`config.mk`:
```
export PLATFORM = sky130hd
export DESIGN_NAME = rae_div
export DESIGN_NICKNAME = d
export VERILOG_FILES = /design/src/design/assert_macros.svh /design/src/design/rae_pkg.sv /design/src/design/rae_div.sv
export SDC_FILE = /design/constraint.sdc
export NUM_CORES = 1
export LEC_CHECK = 0
export ABC_CLOCK_PERIOD_IN_PS = 13900
export BUFFER_PORTS_ARGS = -buffer_cell sky130_fd_sc_hd__buf_2
export CORE_MARGIN = 2
export CORE_UTILIZATION = 45
export DETAILED_ROUTE_END_ITERATION = 10
export GPL_TIMING_DRIVEN = 0
export REMOVE_ABC_BUFFERS = 1
export SLEW_MARGIN = 10
export SYNTH_ARGS = -nofsm -noshare
export SYNTH_HDL_FRONTEND = slang
export SYNTH_SLANG_ARGS = --single-unit
```
`constraint.sdc`:
```
create_clock -name clk -period 13.9 [get_ports clk]
set_input_delay 1.39 -clock clk [delete_from_list [all_inputs] [get_ports clk]]
set_output_delay 1.39 -clock clk [all_outputs]
set_load 0.005 [all_outputs]
```
`src/design/assert_macros.svh`:
```
// Assertion helpers shared by the RTL; each expects clk and rst_n in scope.
`ifndef ASSERT_MACROS_SVH
`define ASSERT_MACROS_SVH

// The expression must hold at every clock edge outside reset.
`define RAE_ASSERT(name, expr, msg) \
    name: assert property (@(posedge clk) disable iff (!rst_n) (expr)) else $error(msg);

// Whenever the antecedent holds, the consequent must hold in the same cycle.
`define RAE_ASSERT_IMPL(name, ante, cons, msg) \
    name: assert property (@(posedge clk) disable iff (!rst_n) (ante) |-> (cons)) \
        else $error(msg);

`endif

```
`src/design/rae_pkg.sv`:
```
`timescale 1ns / 1ps
`default_nettype none

package rae_pkg;

    localparam int MAX_SAMPLES_DEF = 256;
    localparam int SCORE_BITS_DEF  = 32;

    localparam int S_DATA_W   = 32;
    localparam int AUC_W      = 17;
    localparam int TOTAL_W    = 9;
    localparam int PAIRS_W    = 15;
    localparam int STATUS_W   = 2;
    localparam int M_FIELDS_W = AUC_W + 2 * TOTAL_W + PAIRS_W;
    localparam int M_DATA_W   = ((M_FIELDS_W + 7) / 8) * 8;

    localparam logic [STATUS_W-1:0] STATUS_OK       = 2'd0;
    localparam logic [STATUS_W-1:0] STATUS_ONE_SIDE = 2'd1;
    localparam logic [STATUS_W-1:0] STATUS_OVERFLOW = 2'd2;

    typedef struct packed {
        logic valid;
        logic pos;
        logic last;
        logic dropped;
    } tok_ctl_t;

    typedef struct packed {
        logic busy;
        logic done_fire;
    } div_stat_t;

endpackage

`default_nettype wire

```
`src/design/rae_div.sv`:
```
`timescale 1ns / 1ps
`default_nettype none

module rae_div
    import rae_pkg::*;
#(
    parameter int CNT_W = 9
)
(
    input  wire logic                clk,
    input  wire logic                rst_n,
    input  wire logic                start,
    input  wire logic [CNT_W-1:0]    pos_in,
    input  wire logic [CNT_W-1:0]    neg_in,
    input  wire logic [2*CNT_W-1:0]  pair_in,
    input  wire logic                ovf_in,
    output div_stat_t                stat,
    output logic                     m_axis_tvalid,
    input  wire logic                m_axis_tready,
    output logic [M_DATA_W-1:0]      m_axis_tdata,  // auc_value, positive_total,
                                                    // negative_total, winning_pairs
    output logic [STATUS_W-1:0]      m_axis_tuser   // status
);

    localparam int PAIR_W = 2 * CNT_W;
    localparam int STEP_W = $clog2(AUC_W);

    localparam logic [1:0] ST_IDLE = 2'd0;
    localparam logic [1:0] ST_MUL  = 2'd1;
    localparam logic [1:0] ST_DIV  = 2'd2;
    localparam logic [1:0] ST_DONE = 2'd3;

    logic [1:0]            state_reg,  state_next;
    logic [CNT_W-1:0]      pos_reg,    pos_next;
    logic [CNT_W-1:0]      neg_reg,    neg_next;
    logic [PAIR_W-1:0]     pair_reg,   pair_next;
    logic                  ovf_reg,    ovf_next;
    logic [PAIR_W-1:0]     den_reg,    den_next;
    logic [PAIR_W:0]       rem_reg,    rem_next;
    logic [AUC_W-1:0]      quo_reg,    quo_next;
    logic [STEP_W-1:0]     step_reg,   step_next;
    logic                  one_side_reg, one_side_next;
    logic                  mvalid_reg, mvalid_next;
    logic [M_DATA_W-1:0]   mdata_reg,  mdata_next;
    logic [STATUS_W-1:0]   muser_reg,  muser_next;
    logic [PAIR_W:0]       shifted;
    logic                  ge;
    logic                  load_out;

    always_comb
    begin
        state_next    = state_reg;
        pos_next      = pos_reg;
        neg_next      = neg_reg;
        pair_next     = pair_reg;
        ovf_next      = ovf_reg;
        den_next      = den_reg;
        rem_next      = rem_reg;
        quo_next      = quo_reg;
        step_next     = step_reg;
        one_side_next = one_side_reg;
        mvalid_next   = mvalid_reg && !m_axis_tready;
        mdata_next    = mdata_reg;
        muser_next    = muser_reg;
        load_out      = 1'b0;

        shifted = (step_reg == '0) ? rem_reg : {rem_reg[PAIR_W-1:0], 1'b0};
        ge      = shifted >= {1'b0, den_reg};

        unique case (state_reg)
            ST_IDLE:
            begin
                if (start)
                begin
                    pos_next   = pos_in;
                    neg_next   = neg_in;
                    pair_next  = pair_in;
                    ovf_next   = ovf_in;
                    state_next = ST_MUL;
                end
            end
            ST_MUL:
            begin
                den_next      = pos_reg * neg_reg;
                rem_next      = {1'b0, pair_reg};
                quo_next      = '0;
                step_next     = '0;
                one_side_next = (pos_reg == '0) || (neg_reg == '0);
                state_next    = one_side_next ? ST_DONE : ST_DIV;
            end
            ST_DIV:
            begin
                rem_next = ge ? (shifted - {1'b0, den_reg}) : shifted;
                quo_next = {quo_reg[AUC_W-2:0], ge};
                if (step_reg == STEP_W'(AUC_W - 1))
                begin
                    state_next = ST_DONE;
                end
                else
                begin
                    step_next = step_reg + STEP_W'(1);
                end
            end
            ST_DONE:
            begin
                if (!mvalid_reg || m_axis_tready)
                begin
                    load_out    = 1'b1;
                    mvalid_next = 1'b1;
                    mdata_next  = M_DATA_W'({PAIRS_W'(pair_reg), TOTAL_W'(neg_reg),
                                             TOTAL_W'(pos_reg), quo_reg});
                    if (one_side_reg)
                    begin
                        muser_next = STATUS_ONE_SIDE;
                    end
                    else if (ovf_reg)
                    begin
                        muser_next = STATUS_OVERFLOW;
                    end
                    else
                    begin
                        muser_next = STATUS_OK;
                    end
                    state_next = ST_IDLE;
                end
            end
            default:
            begin
                state_next = ST_IDLE;
            end
        endcase
    end

    always_ff @(posedge clk or negedge rst_n)
    begin
        if (!rst_n)
        begin
            state_reg  <= ST_IDLE;
            mvalid_reg <= 1'b0;
        end
        else
        begin
            state_reg  <= state_next;
            mvalid_reg <= mvalid_next;
        end
    end

    always_ff @(posedge clk)
    begin
        pos_reg      <= pos_next;
        neg_reg      <= neg_next;
        pair_reg     <= pair_next;
        ovf_reg      <= ovf_next;
        den_reg      <= den_next;
        rem_reg      <= rem_next;
        quo_reg      <= one_side_next && (state_reg == ST_MUL) ? '0 : quo_next;
        step_reg     <= step_next;
        one_side_reg <= one_side_next;
        mdata_reg    <= mdata_next;
        muser_reg    <= muser_next;
    end

    assign stat.busy      = state_reg != ST_IDLE;
    assign stat.done_fire = load_out;
    assign m_axis_tvalid  = mvalid_reg;
    assign m_axis_tdata   = mdata_reg;
    assign m_axis_tuser   = muser_reg;

endmodule

`default_nettype wire

```
==> flow_summary.ini <==
[timing]
fin_skew_ns = 0.0158
max_freq_mhz = 214
setup_tns_ns = 0
worst_pin_slew_ns = 0.789
final-max-slew-violation-count = 0
min_period_ns = 4.67
hold_viol_final = 0
period_share_pct = 33.6
rsz0062_at_grt = no
setup_viol = 0
relSlewSlack_pct = 47.4

[cts]
h-tree-depth = 4
clkSinkCount = 152
clkLatencyLatePin_ns = 0.43
clockBufferDepth = 2
holdBufCountCts = 0
clk_pin_slew_worst_paths_ns = 0.07
cts_resized = 0
cts_tree = yes
cts_buffers = 17
cts_setup_buffers = 0
root_buffer = clkbuf_16

[routing]
wl_mm = 17.8
first_iter_violations = 272
first_pass_iters = 4
drc_errors = 0
vias_per_cell = 5.06
ant_nets = 0
via_count = 5971
wl_per_cell_um = 15.1

[logic_synthesis]
synth.most_common_cell = edfxtp_1
netlist_top_cells_count = edfxtp_1, inv_1, ha_1
synth_top_area_cell = edfxtp_1
ys_seq_area_share_pct = 46.7
synthFlopType = edfxtp_1
ys_types = 59
ys.warnings.count = 0
syn_inst = 811
synth_seq_cells = 152
synth_top_area_share_pct = 42.1
synth-edff-count = 131
synth_area_leaders = edfxtp_1, fa_1, ha_1
syn-cell-area_sq_um = 9350
synthArstFlopShare_pct = 1.97
syn_avg_cell_area_sq_um = 11.5

[layout]
nets = 1052
area.growth.synth_to_final_pct = 14.2
largest_reg_flops = 50
fillCellCount = 1830
antennaDiodeCount = 0
final_layout_size_suffix_gt1_share_pct = 18.4

[grt]
grt_max_degree = 54
use_met3_pct = 3.31
overflow = 0
grt_util_met1_pct = 24.5
grtUsageMet2_pct = 26.5
grt_pass1_wl_mm = 29.7
grt_pass1_vias = 5931
grt_usage_pct = 17.0
grt-busiest-layer = met2
grt_antenna_before_repair = 0

[floorplan]
start_util_pct = 46.1
die_w_um = 148
num_rows = 52
dieHeight_um = 148
die_area_sq_um = 21900
coreArea_sq_um = 20300
io_pins = 102

[min_path]
min_path_type = reg2reg
min-delay-start = quo_reg[16]

[critical_path]
crit_chain = nand2_1 > fa_1 > fa_1 > inv_1 > fa_1 > inv_1 > fa_1 > inv_1 > ha_1 > o21a_1 > o21ai_0 > o21ai_0 > a31o_2 > a21oi_1 > xnor2_1
critPathRequiredTime_ns = 14.08
critPathSlowestCell = edfxtp_1
worst_setup_path_start_kind = flip-flop
arrival_ns = 4.86
cp-end-kind = flip-flop
cp-startpoint = pos_reg[0]
max_stage_delay_ns = 0.61
cp_common_cell = fa_1
path_max_fanout = 11
criticalPathCategory = reg2reg
timing.rr.start = pos_reg[0]

[status]
outcome = completed

[placed_design]
place.gp.congestion = 0.854
io_buffer_count = 95
dp_hpwl_mm = 12.8

[flow_run]
max_cap_violations = 0
## through the flow
step	hold WS, ns	instance area (sq um)	util, %	std cells	setup WS, ns
3_3_place_gp	0.421	10000	49.2	1143	8.34
6_report	0.439	10700	52.6	1180	9.23
3_5_place_dp	0.421	10100	49.8	1148	9.21
5_1_grt	0.466	10700	52.6	1180	8.96
2_1_floorplan	0.409	9180	-	778	9.31
4_1_cts	0.439	10700	52.6	1180	9.19
## worst paths after layout
check	slack (ns)	to	depth (start not counted)
worst max-delay path	9.23	den_reg[15]	15
worst min-delay path	0.44	m_axis_tdata[16]	0
worst max register to register	9.23	den_reg[15]	15
worst min register to register	0.44	m_axis_tdata[16]	0
max in group asynchronous	13.05	state_reg[0]	1
min in group asynchronous	0.75	m_axis_tvalid	1
## logic make-up after synthesis
group	share of synthesized area, %
simple gates	13.0
buf+inv	5.77
fa+ha+maj	19.3
other cells	0.0401
flops	46.7
mux	3.80
compound gates	8.47
xor+xnor	2.81
## worst max-delay path, delay by kind of cell, from the launching register on
family / cells / cell delay (ns)
adders and majority gates: 5 / 2.43
and+or+nand+nor: 1 / 0.14
DFF: 1 / 0.61
AOI/OAI and AO/OA: 5 / 1.01
xor gates and xnor gates: 1 / 0.08
buffers and inverters: 3 / 0.14
## layout by cell type, fill, tap and decap left out, types with 4 or more instances in the layout
cell type and n:
edfxtp_1 131, mux2_2 18, xor2_1 10, dfxtp_1 18, a21o_1 14, and2_1 54, o21a_1 7, a31oi_1 8
inv_6 5, xnor2_1 20, o21ai_0 24, nand2b_1 23, nor4_1 6, o21bai_1 4, clkbuf_16 17, a21oi_1 40
inv_1 94, nor3_1 9, nor2b_1 8, buf_2 95, nand3_1 27, mux2i_1 10, conb_1 6, nand2_1 49
ha_1 61, a211oi_1 6, nor2_1 33, fa_1 51
## area by class of cell
type                       instances  area, sq um  share of cell area (%)
multi-input combinational        532         4490                    42.0
clock inverter                    15          139                    1.30
timing repair buffer             100          566                    5.30
tap                              270          338                    3.16
sequential                       152         4370                    40.9
clock buffer                      17          425                    3.98
inverter                          94          353                    3.30
## metal layers
metal  vias up  share of wire (%)
li1       2963                  -
met1      2866                 49
met2       129                 46
met3        13                3.9
met4         0                1.0
met5         -                  0
Power is not shown: default switching activity piles up to over one toggle a cycle in this logic, so the estimate is an artifact.
