File: config.mk
export PLATFORM = sky130hd
export DESIGN_NAME = rae_cell
export DESIGN_NICKNAME = d
export VERILOG_FILES = /design/src/design/assert_macros.svh /design/src/design/rae_pkg.sv /design/src/design/rae_cell.sv
export SDC_FILE = /design/constraint.sdc
export NUM_CORES = 1
export LEC_CHECK = 0
export BUFFER_PORTS_ARGS = -buffer_cell sky130_fd_sc_hd__buf_2
export CORE_ASPECT_RATIO = 0.5
export CORE_MARGIN = 1
export CORE_UTILIZATION = 49
export DETAILED_ROUTE_END_ITERATION = 16
export GPL_TIMING_DRIVEN = 0
export PLACE_DENSITY = 0.79
export SKIP_CTS_REPAIR_TIMING = 1
export SYNTH_ARGS = -nofsm -noshare
export SYNTH_HDL_FRONTEND = slang
export SYNTH_SLANG_ARGS = --single-unit
File: constraint.sdc
create_clock -name clk -period 3.6 [get_ports clk]
set_input_delay 0 -clock clk [delete_from_list [all_inputs] [get_ports clk]]
set_output_delay 0 -clock clk [all_outputs]
set_load 0.01 [all_outputs]
File: src/design/assert_macros.svh
// Assertion helpers shared by the RTL; each expects clk and rst_n in scope.
`ifndef ASSERT_MACROS_SVH
`define ASSERT_MACROS_SVH

// The expression must hold at every clock edge outside reset.
`define RAE_ASSERT(name, expr, msg) \
    name: assert property (@(posedge clk) disable iff (!rst_n) (expr)) else $error(msg);

// Whenever the antecedent holds, the consequent must hold in the same cycle.
`define RAE_ASSERT_IMPL(name, ante, cons, msg) \
    name: assert property (@(posedge clk) disable iff (!rst_n) (ante) |-> (cons)) \
        else $error(msg);

`endif

File: src/design/rae_pkg.sv
`timescale 1ns / 1ps
`default_nettype none

package rae_pkg;

    localparam int MAX_SAMPLES_DEF = 256;
    localparam int SCORE_BITS_DEF  = 32;

    localparam int S_DATA_W   = 32;
    localparam int AUC_W      = 17;
    localparam int TOTAL_W    = 9;
    localparam int PAIRS_W    = 15;
    localparam int STATUS_W   = 2;
    localparam int M_FIELDS_W = AUC_W + 2 * TOTAL_W + PAIRS_W;
    localparam int M_DATA_W   = ((M_FIELDS_W + 7) / 8) * 8;

    localparam logic [STATUS_W-1:0] STATUS_OK       = 2'd0;
    localparam logic [STATUS_W-1:0] STATUS_ONE_SIDE = 2'd1;
    localparam logic [STATUS_W-1:0] STATUS_OVERFLOW = 2'd2;

    typedef struct packed {
        logic valid;
        logic pos;
        logic last;
        logic dropped;
    } tok_ctl_t;

    typedef struct packed {
        logic busy;
        logic done_fire;
    } div_stat_t;

endpackage

`default_nettype wire

File: src/design/rae_cell.sv
`timescale 1ns / 1ps
`default_nettype none

module rae_cell
    import rae_pkg::*;
#(
    parameter int INDEX      = 0,
    parameter int SCORE_BITS = SCORE_BITS_DEF,
    parameter int CNT_W      = 9
)
(
    input  wire logic                  clk,
    input  wire logic                  rst_n,
    input  wire tok_ctl_t              in_ctl,
    input  wire logic [SCORE_BITS-1:0] in_key,
    input  wire logic [CNT_W-1:0]      in_slot,
    input  wire logic [CNT_W-1:0]      in_wins,
    output tok_ctl_t                   out_ctl,
    output logic [SCORE_BITS-1:0]      out_key,
    output logic [CNT_W-1:0]           out_slot,
    output logic [CNT_W-1:0]           out_wins
);

    tok_ctl_t              ctl_reg;
    logic [SCORE_BITS-1:0] key_reg;
    logic [CNT_W-1:0]      slot_reg;
    logic [CNT_W-1:0]      wins_reg;
    logic [CNT_W-1:0]      wins_next;
    logic                  held_pos_reg;
    logic [SCORE_BITS-1:0] held_key_reg;
    logic                  active;
    logic                  occupied;
    logic                  win;
    logic                  write_en;

    assign active   = in_ctl.valid && !in_ctl.dropped;
    assign occupied = CNT_W'(INDEX) < in_slot;
    assign write_en = active && (in_slot == CNT_W'(INDEX));

    always_comb
    begin
        if (in_ctl.pos)
        begin
            win = !held_pos_reg && ($signed(held_key_reg) < $signed(in_key));
        end
        else
        begin
            win = held_pos_reg && ($signed(held_key_reg) > $signed(in_key));
        end
        wins_next = in_wins + CNT_W'(active && occupied && win);
    end

    always_ff @(posedge clk or negedge rst_n)
    begin
        if (!rst_n)
        begin
            ctl_reg <= '0;
        end
        else
        begin
            ctl_reg <= in_ctl;
        end
    end

    always_ff @(posedge clk)
    begin
        key_reg  <= in_key;
        slot_reg <= in_slot;
        wins_reg <= wins_next;
        if (write_en)
        begin
            held_pos_reg <= in_ctl.pos;
            held_key_reg <= in_key;
        end
    end

    assign out_ctl  = ctl_reg;
    assign out_key  = key_reg;
    assign out_slot = slot_reg;
    assign out_wins = wins_reg;

endmodule

`default_nettype wire

==> results of run 1 <==
-- cell families (layout without fill, tap and decap cells) --
logic type	after synthesis	after routing	share of synthesized area [%]
mux	1	1	0.3232
xor+xnor	7	7	1.980
buf+inv	32	218	3.879
flops	87	87	67.56
simple gates	39	39	7.071
fa+ha+maj	34	34	13.74
compound gates	24	24	5.455
-- final timing paths --
kind / to / cells past startpoint / slack [ns]
min in group asynchronous: out_ctl[2] / 3 / 0.56
hold / removal: out_slot[2] / 2 / 0.32
setup reg to reg: out_wins[3] / 11 / 0.21
hold reg to reg: out_wins[0] / 3 / 0.74
setup / recovery: out_wins[3] / 11 / 0.21
max in group asynchronous: out_ctl[1] / 3 / 2.87
-- power breakdown --
part / switching [W] / internal, W
registers: 0.00000837 / 0.00105
logic: 0.0000899 / 0.000109
clock network: 0.000359 / 0.000552
-- worst max-delay path, cell delays in order (launching register included) --
cell and delay, ns:
edfxtp_1 0.37, ha_1 0.31, a21oi_2 0.14, o21ai_1 0.09, a221o_1 0.32, o31a_1 0.32, o41ai_2 0.36, mux2i_1 0.23
ha_1 0.28, nand3_1 0.15, xnor2_1 0.14, dlygate4sd3_1 0.56
-- placed cells by master, fill, tap and decap left out, drive strengths merged, types with 4 or more instances in the layout --
cell,Yosys,layout
buf,0,112
dlygate4sd3,0,58
dfxtp,50,50
ha,34,34
edfxtp,33,33
inv,32,32
clkbuf,0,10
a21oi,10,10
nand4,9,9
nand3,7,7
nand2,7,7
xnor2,6,6
dfrtp,4,4
-- routing by layer --
| layer | up-vias | track usage (%) |
|---|---|---|
| met1 | 1122 | 19.44 |
| li1 | 1153 | - |
| met2 | 72 | 30.22 |
| met5 | - | 0 |
| met4 | 0 | 7.236 |
| met3 | 7 | 7.741 |
-- per-stage QoR --
stage	instances	worst slack (ns)	utilization, %	TNS [ns]
finish	498	0.2137	76.81	0
global placement	421	-1.006	61.71	-33.14
floorplan	224	0.2881	-	0
global route	498	0.07285	76.81	0
CTS	440	0.5534	67.26	0
detailed placement	424	0.5429	62.35	0
-- layout make-up --
type | instances | share of cell area [%]
clock inverter | 6 | 1.286
inverter | 32 | 2.572
sequential | 87 | 44.79
timing repair buffer | 170 | 24.83
tap | 88 | 2.357
clock buffer | 10 | 5.117
multi-input combinational | 105 | 19.05
==> impl_metrics.py, run 1 <==
metrics = {
    "layout": {
        "final_layout_size_suffix_gt1_share_pct": 32.20,
        "regArea_um2": 2092,
        "fillers": 377,
        "multi_input_area_um2": 889.6,
        "layout.nets": 495,
        "area_growth_syn_to_layout_pct": 50.83,
        "antenna_cells": 0,
        "design_area_um2": 4671,
    },
    "synthesis": {
        "synthFlopType": "dfxtp_1",
        "ys_types": 36,
        "synth-edff-count": 33,
        "syn_area_um2": 3097,
        "netlist_instances": 224,
        "synthesis.nets": 314,
        "syn_area_per_cell_um2": 13.82,
        "yosysTopAreaCell": "dfxtp_1",
        "ys_warn_count": 0,
        "synth-seq-area-share_pct": 67.56,
        "yosysMostFrequentCell": "dfxtp_1",
        "async_flop_share_pct": 4.598,
        "ys_top_cells_by_count": "dfxtp_1, ha_1, edfxtp_1",
        "ys_ff_latch": 87,
        "synth_area_leaders": "dfxtp_1, edfxtp_1, ha_1",
        "synth_top_area_share_pct": 32.32,
    },
    "drt": {
        "top_layer": "met4",
        "wl_um": 6799,
        "vias": 2354,
        "drc_errors": 0,
        "drt-pass1-iter-count": 4,
        "ant_nets": 0,
        "vias_per_cell": 4.727,
        "initialDrtViolationCount": 96,
        "dr_wl_met2_um": 3476,
        "dr_wl_met3_um": 414,
        "wire_per_inst_um": 13.65,
        "drt-met1-wl_um": 2846,
    },
    "cts": {
        "clk_latency_ns": 0.33,
        "clockBufferDepth": 2,
        "cts_tree": "built",
        "cts_root_buffer": "clkbuf_16",
        "clkSinkCount": 87,
        "numCtsBuffers": 9,
        "ctsHtreeMaxLevel": 3,
        "clk_pin_slew_worst_paths_ns": 0.06,
    },
    "timing": {
        "fin_crit_sh_pct": 94.06,
        "relSlewSlack_pct": 62.33,
        "holdWs_ns": 0.3150,
        "setup_viol": 0,
        "period_minus_slack_ns": 3.386,
        "slew_violations": 0,
        "rsz0062_at_grt": "false",
        "skew_ns": 0.006460,
        "worst_slew_pin_slew_ns": 0.5598,
        "hold_violations": 0,
        "fmax_ghz": 0.2953,
    },
    "global_routing": {
        "grt_max_degree": 15,
        "grt_pass1_wl_um": 8597,
        "antenna_found_initial": 0,
        "grt_overflow": 0,
        "grt_pass1_vias": 1989,
        "grt_use_total_pct": 17.58,
    },
    "worst_setup_path": {
        "cp.arrival_ns": 3.60,
        "cp_max_fo": 4,
        "required_ns": 3.82,
        "start_kind": "flip-flop",
        "endpoint_kind": "flip-flop",
        "crit_type": "flip-flop to flip-flop",
        "crit_start": "held_key_reg[5]",
        "r2r_start": "held_key_reg[5]",
    },
    "place": {
        "detailed_place.area_um2": 3791,
        "dp.final_hpwl_um": 4269,
        "numPortBuffers": 109,
        "gp_congestion": 0.7171,
    },
    "power": {
        "leakagePower_nw": 2.182,
        "irDropWorstVdd_v": 0.0003903,
        "powerDensity_nw_per_um2": 465.0,
        "finalPower_w": 0.002172,
    },
    "floorplan": {
        "die_h_um": 58.22,
        "initial_utilization_pct": 50.93,
        "die_area_um2": 6661,
        "io_pins": 110,
        "rows": 20,
        "fp.dieW_um": 114.4,
        "core_um2": 6081,
    },
    "status": {
        "status": "finished, final reports clean",
    },
    "worst_hold_path": {
        "min_path_type": "primary input to flip-flop",
        "holdCritStartpoint": "in_slot[2]",
    },
    "run": {
        "max-cap-violations": 0,
    },
}
No activity file was read; power rests on OpenSTA's default activity.
==> inputs of run 2 (changes only) <==
==> constraint.sdc (replaced) <==
create_clock -name clk -period 3.6 [get_ports clk]
set_input_delay 0.36 -clock clk [delete_from_list [all_inputs] [get_ports clk]]
set_output_delay 0.36 -clock clk [all_outputs]
set_load 0.01 [all_outputs]
==> run 2 against run 1 <==
Global-route usage rose by 0.58 points. Clock skew fell by 0.0020 ns. Register-to-register slack improved by 0.24 ns. Final area fell by 12%. Hold slack got worse by 0.18 ns. Maximum frequency rose by 7.5%. Critical path type unchanged. Non-clock buffer count fell by 59.
==> impl_metrics.py, run 2 (synthesis results as in run 1) <==
metrics = {
    "cts": {
        "cts_tree": "built",
        "numCtsBuffers": 9,
        "ctsHtreeMaxLevel": 3,
        "clk_latency_ns": 0.33,
        "clockBufferDepth": 2,
        "cts_root_buffer": "clkbuf_16",
        "clkSinkCount": 87,
        "clk_pin_slew_worst_paths_ns": 0.06,
    },
    "global_routing": {
        "grt_overflow": 0,
        "grt_pass1_wl_um": 8907,
        "grt_use_total_pct": 18.15,
        "grt_pass1_vias": 2066,
        "grt_max_degree": 19,
        "antenna_found_initial": 0,
    },
    "worst_setup_path": {
        "crit_type": "flip-flop to flip-flop",
        "start_kind": "flip-flop",
        "required_ns": 3.82,
        "cp_max_fo": 4,
        "endpoint_kind": "flip-flop",
        "reg2regPathDepth": 11,
        "cp.arrival_ns": 3.37,
    },
    "timing": {
        "skew_ns": 0.004451,
        "fin_crit_sh_pct": 87.51,
        "finalWorstSetupSlack_ns": 0.4496,
        "rsz0062_at_grt": "false",
        "relSlewSlack_pct": 39.56,
        "hold_violations": 0,
        "final.setup.tns_ns": 0,
        "slew_violations": 0,
        "period_minus_slack_ns": 3.150,
        "fmax_ghz": 0.3174,
        "worst_slew_pin_slew_ns": 0.9056,
        "setup_viol": 0,
    },
    "floorplan": {
        "core_um2": 6081,
        "fp.dieW_um": 114.4,
        "rows": 20,
        "io_pins": 110,
        "die_area_um2": 6661,
        "initial_utilization_pct": 50.93,
        "die_h_um": 58.22,
    },
    "place": {
        "numPortBuffers": 109,
        "dp.final_hpwl_um": 4379,
        "place_inst": 422,
        "gp_congestion": 0.6980,
        "detailed_place.area_um2": 3791,
        "pre_cts_ws_ns": 0.3196,
    },
    "layout": {
        "area_growth_syn_to_layout_pct": 32.16,
        "layout_commonest_cell": "buf_2",
        "final_layout_size_suffix_gt1_share_pct": 36.47,
        "design_area_um2": 4093,
        "layout.nets": 436,
        "antenna_cells": 0,
        "layout_common_cells": "buf_2, dfxtp_1, ha_1",
        "stdcell_count": 439,
    },
    "status": {
        "status": "finished, final reports clean",
    },
    "drt": {
        "vias_per_cell": 4.786,
        "wire_per_inst_um": 12.97,
        "ant_nets": 0,
        "drc_errors": 0,
        "wl_um": 5692,
        "vias": 2101,
        "drt-pass1-iter-count": 5,
        "initialDrtViolationCount": 63,
    },
    "power": {
        "p_int_w": 0.001675,
        "sw_frac_of_total_pct": 20.41,
        "p_clk_share_pct": 42.5,
        "p_sw_w": 0.0004296,
        "pwr-share-seq_pct": 50.4,
        "finalPower_w": 0.002105,
        "irDropWorstVdd_v": 0.0003499,
        "leakagePower_nw": 1.945,
        "powerDensity_nw_per_um2": 514.4,
        "combPwrFrac_pct": 7.0,
    },
    "run": {
        "max-cap-violations": 0,
    },
    "worst_hold_path": {
        "min_path_type": "primary input to flip-flop",
        "holdPathStages": 1,
    },
}
run 2: power groups by stage:
stage          Combinational, W  Sequential (W)  Clock (W)
3_5_place_dp           0.000148         0.00108          0
5_1_grt                0.000165         0.00106   0.000957
6_report               0.000148         0.00106   0.000896
2_1_floorplan         0.0000431         0.00110          0
4_1_cts                0.000149         0.00106   0.000911
3_3_place_gp           0.000141         0.00108          0
run 2: area by class of cell:
type / count / area (µm²)
Inverter: 32 / 120.1
Sequential cell: 87 / 2092
Timing Repair Buffer: 111 / 583.1
Multi-Input combinational cell: 105 / 895.9
Fill cell: 457 / 1988
Clock inverter: 4 / 45.04
Tap cell: 88 / 110.1
Clock buffer: 12 / 246.5
run 2: routing by layer:
layer / global-route usage (%) / part of all wire (%)
met2: 32.81 / 50
met1: 19.49 / 43
met4: 8.349 / 1.0
met5: 0 / 0
met3: 6.485 / 5.7
run 2: per-stage QoR:
| stage | util, % | hold slack (ns) |
|---|---|---|
| final | 67.30 | 0.1350 |
| after global routing | 67.30 | 0.1207 |
| after CTS | 67.14 | -0.1834 |
| after detailed placement | 62.35 | 0.1692 |
| after global placement | 61.79 | 0.1707 |
| after floorplan | - | 0.06441 |
run 2: path summary, 6_finish.rpt:
| path | slack [ns] | to | from |
|---|---|---|---|
| max | 0.45 | out_wins[8] | held_key_reg[5] |
| min | 0.14 | out_ctl[1] | in_ctl[1] |
| max reg2reg | 0.45 | out_wins[8] | held_key_reg[5] |
| min reg2reg | 0.74 | out_wins[0] | held_pos_reg |
| max in group asynchronous | 3.12 | out_ctl[2] | rst_n |
| min in group asynchronous | 0.37 | out_ctl[0] | rst_n |
run 2: critical path, cell delays in order, from the launching register on:
cell and delay (ns):
edfxtp_1 0.37, ha_1 0.31, a21oi_2 0.14, o21ai_1 0.10, a221o_1 0.33, o31a_1 0.33, o41ai_2 0.37, mux2i_1 0.24
ha_1 0.27, ha_1 0.28, nand4_1 0.15, xnor2_1 0.14
